**src/hw/rtl/rfc_pkg.sv**
```systemverilog
package rfc_pkg;

   // Reply modes held in the mode register
   localparam logic [1:0] MODE_TEST   = 2'd0;
   localparam logic [1:0] MODE_SERIAL = 2'd1;
   localparam logic [1:0] MODE_RO     = 2'd2;

   // Result status codes
   localparam logic [1:0] ST_SUCCESS  = 2'd0;
   localparam logic [1:0] ST_DATA_ERR = 2'd1;
   localparam logic [1:0] ST_MULTI    = 2'd2;
   localparam logic [1:0] ST_DEV_FAIL = 2'd3;

   // Frame layout
   localparam logic [8:0] POS_LEN      = 9'd2;
   localparam logic [8:0] POS_STATUS   = 9'd3;
   localparam logic [8:0] POS_INFO     = 9'd4;
   localparam logic [8:0] POS_ID_FIRST = 9'd5;
   localparam logic [8:0] POS_ID_LAST  = 9'd8;
   localparam logic [8:0] RO_LAST_POS  = 9'd13;
   localparam logic [9:0] FRAME_OVERHEAD = 10'd5;
   localparam logic [9:0] MIN_ID_TOTAL   = 10'd9;

   // Status and info byte codes
   localparam logic [7:0] STAT_OK    = 8'h00;
   localparam logic [7:0] STAT_FAIL  = 8'h01;
   localparam logic [7:0] INFO_OK    = 8'h00;
   localparam logic [7:0] INFO_MULTI = 8'h01;

   // Finished frame, as handed from the front to the back
   typedef struct packed {
      logic [1:0]  mode;
      logic        xor_ok;
      logic        long_ok;
      logic [7:0]  status_byte;
      logic [7:0]  info_byte;
      logic [31:0] id_bytes;
   } rfc_rec_type;

endpackage

```
**src/hw/rtl/rfc_front.sv**
```systemverilog
module rfc_front (
   input  logic               clock,
   input  logic               reset,
   input  logic               take,
   input  logic [7:0]         rx_byte,
   input  logic               cfg_write,
   input  logic [1:0]         cfg_mode,
   output logic               rec_push,
   output rfc_pkg::rfc_rec_type rec
);

   logic [1:0]  mode_ff, mode_in;
   logic [8:0]  count_ff, count_in;
   logic [7:0]  len_ff, len_in;
   logic [7:0]  xor_ff, xor_in;
   logic [7:0]  stat_ff, stat_in;
   logic [7:0]  info_ff, info_in;
   logic [31:0] id_ff, id_in;

   logic [7:0]  xor_upd;
   logic [7:0]  stat_upd;
   logic [7:0]  info_upd;
   logic [31:0] id_upd;
   logic [9:0]  total;
   logic [9:0]  pos;
   logic        last;

   assign total = {2'b00, len_ff} + rfc_pkg::FRAME_OVERHEAD;
   assign pos   = {1'b0, count_ff};

   // Capture header fields and track the checksum for the byte on the input
   always_comb begin
      stat_upd = (count_ff == rfc_pkg::POS_STATUS) ? rx_byte : stat_ff;
      info_upd = (count_ff == rfc_pkg::POS_INFO) ? rx_byte : info_ff;
      id_upd   = id_ff;
      if (count_ff >= rfc_pkg::POS_ID_FIRST && count_ff <= rfc_pkg::POS_ID_LAST) begin
         id_upd = {id_ff[23:0], rx_byte};
      end
      xor_upd = xor_ff;
      if (count_ff < rfc_pkg::POS_STATUS) begin
         if (count_ff != 9'd0) begin
            xor_upd = xor_ff ^ rx_byte;
         end
      end else if (pos + 10'd2 <= total) begin
         xor_upd = xor_ff ^ rx_byte;
      end
      if (mode_ff == rfc_pkg::MODE_RO) begin
         last = (count_ff >= rfc_pkg::RO_LAST_POS);
      end else begin
         last = (count_ff >= rfc_pkg::POS_STATUS) && !(pos + 10'd1 < total);
      end
   end

   // Advance the frame state, and hand a finished frame to the queue
   always_comb begin
      mode_in  = mode_ff;
      count_in = count_ff;
      len_in   = len_ff;
      xor_in   = xor_ff;
      stat_in  = stat_ff;
      info_in  = info_ff;
      id_in    = id_ff;
      rec_push = 1'b0;
      if (cfg_write) begin
         mode_in  = cfg_mode;
         count_in = '0;
         len_in   = '0;
         xor_in   = '0;
         stat_in  = '0;
         info_in  = '0;
         id_in    = '0;
      end else if (take) begin
         if (last) begin
            rec_push = 1'b1;
            count_in = '0;
            len_in   = '0;
            xor_in   = '0;
            stat_in  = '0;
            info_in  = '0;
            id_in    = '0;
         end else begin
            count_in = count_ff + 9'd1;
            if (count_ff == rfc_pkg::POS_LEN && mode_ff != rfc_pkg::MODE_RO) begin
               len_in = rx_byte;
            end
            xor_in  = (mode_ff == rfc_pkg::MODE_RO) ? xor_ff : xor_upd;
            stat_in = stat_upd;
            info_in = info_upd;
            id_in   = id_upd;
         end
      end
   end

   assign rec.mode        = mode_ff;
   assign rec.xor_ok      = (xor_upd == 8'h00);
   assign rec.long_ok     = (total >= rfc_pkg::MIN_ID_TOTAL);
   assign rec.status_byte = stat_upd;
   assign rec.info_byte   = info_upd;
   assign rec.id_bytes    = id_upd;

   always_ff @(posedge clock) begin
      if (reset) begin
         mode_ff  <= rfc_pkg::MODE_TEST;
         count_ff <= '0;
         len_ff   <= '0;
         xor_ff   <= '0;
         stat_ff  <= '0;
         info_ff  <= '0;
         id_ff    <= '0;
      end else begin
         mode_ff  <= mode_in;
         count_ff <= count_in;
         len_ff   <= len_in;
         xor_ff   <= xor_in;
         stat_ff  <= stat_in;
         info_ff  <= info_in;
         id_ff    <= id_in;
      end
   end

   // A read-only frame never runs past its fourteenth byte
   a_ro_count_bound: assert property (@(posedge clock) disable iff (reset)
      mode_ff == rfc_pkg::MODE_RO |-> count_ff <= rfc_pkg::RO_LAST_POS)
      else $error("read-only frame position out of range");

   // A finished frame leaves the position at the start
   a_frame_restart: assert property (@(posedge clock) disable iff (reset)
      rec_push |=> count_ff == 9'd0)
      else $error("frame position not cleared after frame end");

endmodule

```
**config.mk**
```make
export PLATFORM = sky130hd
export DESIGN_NAME = rfc_front
export DESIGN_NICKNAME = d
export VERILOG_FILES = /design/src/hw/rtl/rfc_pkg.sv /design/src/hw/rtl/rfc_front.sv
export SDC_FILE = /design/constraint.sdc
export NUM_CORES = 1
export LEC_CHECK = 0
export ABC_CLOCK_PERIOD_IN_PS = 6200
export BUFFER_PORTS_ARGS = -buffer_cell sky130_fd_sc_hd__buf_4
export CORE_ASPECT_RATIO = 1.2
export CORE_MARGIN = 5
export CORE_UTILIZATION = 50
export DETAILED_ROUTE_END_ITERATION = 10
export PLACE_DENSITY = 0.71
export RECOVER_POWER = 25
export SLEW_MARGIN = 20
export SYNTH_ARGS = -nofsm -noshare
export SYNTH_HDL_FRONTEND = slang
export SYNTH_SLANG_ARGS = --single-unit
```
**constraint.sdc**
```tcl
create_clock -name clock -period 6.2 [get_ports clock]
set_input_delay 0.62 -clock clock [delete_from_list [all_inputs] [get_ports clock]]
set_output_delay 0.62 -clock clock [all_outputs]
set_load 0.05 [all_outputs]
```
==> flow_summary.json <==
{
  "outcome": "finished, violations left",
  "failed_checks": "max-capacitance violations, max-slew violations",
  "cts_resized": 0,
  "cts_tree": "yes",
  "cp-end-kind": "output pin",
  "via_count": 4201,
  "cp.required_ns": 5.58,
  "hold_path.class": "in2reg",
  "p_int_w": 0.0008321,
  "syn_avg_cell_area_um2": 8.550,
  "setup_viol": 0,
  "cts.path.max_buffers": 2,
  "hold_violations": 0,
  "synth_warnings": 0,
  "ys_seq_area_frac": 0.3141,
  "crit_chain": "and4_4 > and3_2 > nand2_1 > xnor2_1 > ha_1 > a21oi_1 > o31ai_1 > or4_1 > a211o_1 > a32oi_2 > nand2_1 > a2111oi_1 > buf_4",
  "fp-row-count": 39,
  "grt_use_total": 0.2163,
  "power.leakage_nw": 2.112,
  "vdd_drop_max_mv": 0.1368,
  "pwr-share-seq": 0.443,
  "instances_no_fill": 726,
  "syn_nets": 597,
  "drv_cap": 1,
  "grt_pass1_vias": 3918,
  "slowest_delay_ns": 0.59,
  "place.gp.congestion": 0.9155,
  "clk_pin_slew_ns": 0.06,
  "drc": 0,
  "final.setup.tns_ns": 0,
  "synth_top_area_cell": "dfxtp_1",
  "cp_num_buf_inv": 1,
  "grt_first_pass_wirelength_um": 19960,
  "holdBufCountCts": 0,
  "postRouteAntennaNets": 0,
  "die_h_um": 117.1,
  "avgViaCountPerCell": 5.787,
  "p_per_area_nw_per_um2": 199.9,
  "finalClockSkew_ns": 0.01011,
  "critPathMostFrequentCell": "nand2_1",
  "die_area_um2": 11620,
  "root_buffer": "clkbuf_16",
  "dp.cells": 710,
  "htreeDepth": 3,
  "cp-start-kind": "register",
  "io_pins": 67,
  "multi_input_area_um2": 3013,
  "fin_crit_ns": 4.907,
  "yosysTopAreaCellShare": 0.3141,
  "placedInstanceArea_um2": 5235,
  "slew_viol_final": 33,
  "period_share": 0.7914,
  "tightest_slew_ns": 1.726,
  "num_antenna_cells": 0,
  "p_switching_w": 0.0002673,
  "drt-pass1-iter-count": 4,
  "antenna_found_initial": 0,
  "synth.most_common_cell": "nand3_1",
  "async_flop_share": 0,
  "cp_max_fo": 13,
  "dieWidth_um": 99.25,
  "grt_max_degree": 117,
  "cp.arrival_ns": 4.29,
  "swShare": 0.2431,
  "ys_types": 54,
  "post-dp-hpwl_um": 8638,
  "fin_area_um2": 5500,
  "synth-edff-count": 0,
  "synth_area_um2": 4780,
  "wl_um": 12490,
  "post_cts_buffers": 0,
  "insertion_delay_ns": 0.34,
  "start_util": 0.5075,
  "port_buffers": 66,
  "areaGrowthSynthToFinish_pct": 15.08,
  "fill_cells": 886,
  "clock_sinks": 75,
  "cts_buffers": 9,
  "seq_area_um2": 1501,
  "ys.flop_type": "dfxtp_1",
  "routedWlPerCell_um": 17.21,
  "fmax_ghz": 0.2038,
  "slew_headroom": -0.1508,
  "synth_commonest_cells": "77 x nand3_1, 75 x dfxtp_1, 63 x a21oi_1",
  "cp_slowest_cell": "dfxtp_1",
  "combPwrFrac": 0.073,
  "drt-initial-drc-count": 263,
  "grt-ovfl-total": 0,
  "synth_area_leaders": "dfxtp_1 31%, mux2_2 11%, nand3_1 8.1%",
  "synth-seq-cells": 75,
  "drive_gt1_frac": 0.1891,
  "nNetsFinal": 636,
  "syn_inst": 559,
  "rsz0062_at_grt": "no",
  "cp_top_family": "compound AO/OA/AOI/OAI gates",
  "power.share.clock": 0.485,
  "critical_path_class": "reg2out",
  "core_area_um2": 9418
}
-- cell type report --
class	instances	area share
Inverter	10	0.006824
Multi-Input combinational cell	433	0.5478
Sequential cell	75	0.2730
Tap cell	123	0.02798
Timing Repair Buffer	69	0.08940
Clock inverter	5	0.01092
Clock buffer	11	0.04413
-- kinds of logic (layout without fill, tap and decap cells) --
family	count (synthesis)	count (layout)	synth area share
flops	75	75	0.3141
compound gates	110	110	0.1419
simple gates	223	223	0.2552
fa+ha+maj	24	24	0.06283
buf+inv	51	95	0.05654
xor+xnor	26	26	0.05209
mux	50	50	0.1173
-- power groups by stage --
stage                     sequential [W]  clock [W]  combinational [W]
after floorplan                 0.000499          0          0.0000534
after global placement          0.000497          0          0.0000797
after detailed placement        0.000497          0          0.0000810
after CTS                       0.000486   0.000546          0.0000811
after global routing            0.000487   0.000563          0.0000858
final                           0.000487   0.000533          0.0000801
-- sequential cells by signal, indices dropped and copies added, names as in the netlist --
name	cells
len_ff	8
count_ff	9
mode_ff	2
stat_ff	8
info_ff	8
xor_ff	8
id_ff	32
-- final timing paths --
check	depth (start not counted)	slack (ns)	startpoint	end
worst max-delay path	13	1.29	count_ff[3]	rec[49]
worst min register to register	2	0.47	id_ff[24]	id_ff[24]
worst max register to register	13	2.05	count_ff[2]	len_ff[0]
worst min-delay path	2	0.46	reset	mode_ff[0]
-- worst register-to-register path, stage by stage (launching register included) --
cell	delay, ns
dfxtp_1	0.54
ha_1	0.34
nand3_1	0.19
nor2_1	0.23
nand2_1	0.11
xnor2_1	0.17
ha_1	0.31
a211oi_1	0.08
nor3b_1	0.14
a311oi_1	0.37
a2bb2oi_1	0.63
o21ai_0	0.31
and3_1	0.33
a22o_1	0.28
-- cells in the final DEF, fill, tap and decap left out, types with 2 or more instances in the layout --
cell type / n
a31oi_1: 5
nor2b_1: 5
nand2b_1: 55
clkbuf_16: 9
o21a_1: 3
clkbuf_1: 8
dfxtp_1: 75
mux2i_1: 2
nor3b_1: 3
inv_1: 10
a221oi_1: 2
o211ai_1: 5
xnor2_1: 16
nand3_1: 77
and3_1: 2
a22o_1: 8
xor2_1: 8
ha_1: 24
nand3b_1: 5
nand2_1: 31
mux2_2: 26
or4_1: 5
buf_4: 62
o21bai_1: 2
nor4bb_1: 3
or2b_2: 2
nor2_1: 18
o21ai_0: 10
a21oi_1: 63
nor3_1: 6
mux2_1: 22
nand4_1: 4
-- stage by stage --
stage / hold WS (ns) / power (W) / utilization / setup slack (ns)
floorplan: 0.4424 / 0.0005524 / - / 0.9628
global placement: 0.4502 / 0.0005769 / 0.5553 / 1.778
detailed placement: 0.4575 / 0.0005782 / 0.5559 / 1.629
CTS: 0.4467 / 0.001114 / 0.5880 / 1.260
global route: 0.4645 / 0.001135 / 0.5840 / 0.9639
finish: 0.4574 / 0.001099 / 0.5840 / 1.293
-- per-layer routing --
metal,track usage,share of wire,vias to the layer above
li1,-,-,2066
met1,0.2757,0.44,2029
met2,0.3580,0.49,86
met3,0.04209,0.044,20
met4,0.09381,0.024,0
met5,0,0,-
(Power assumes the default switching activity.)
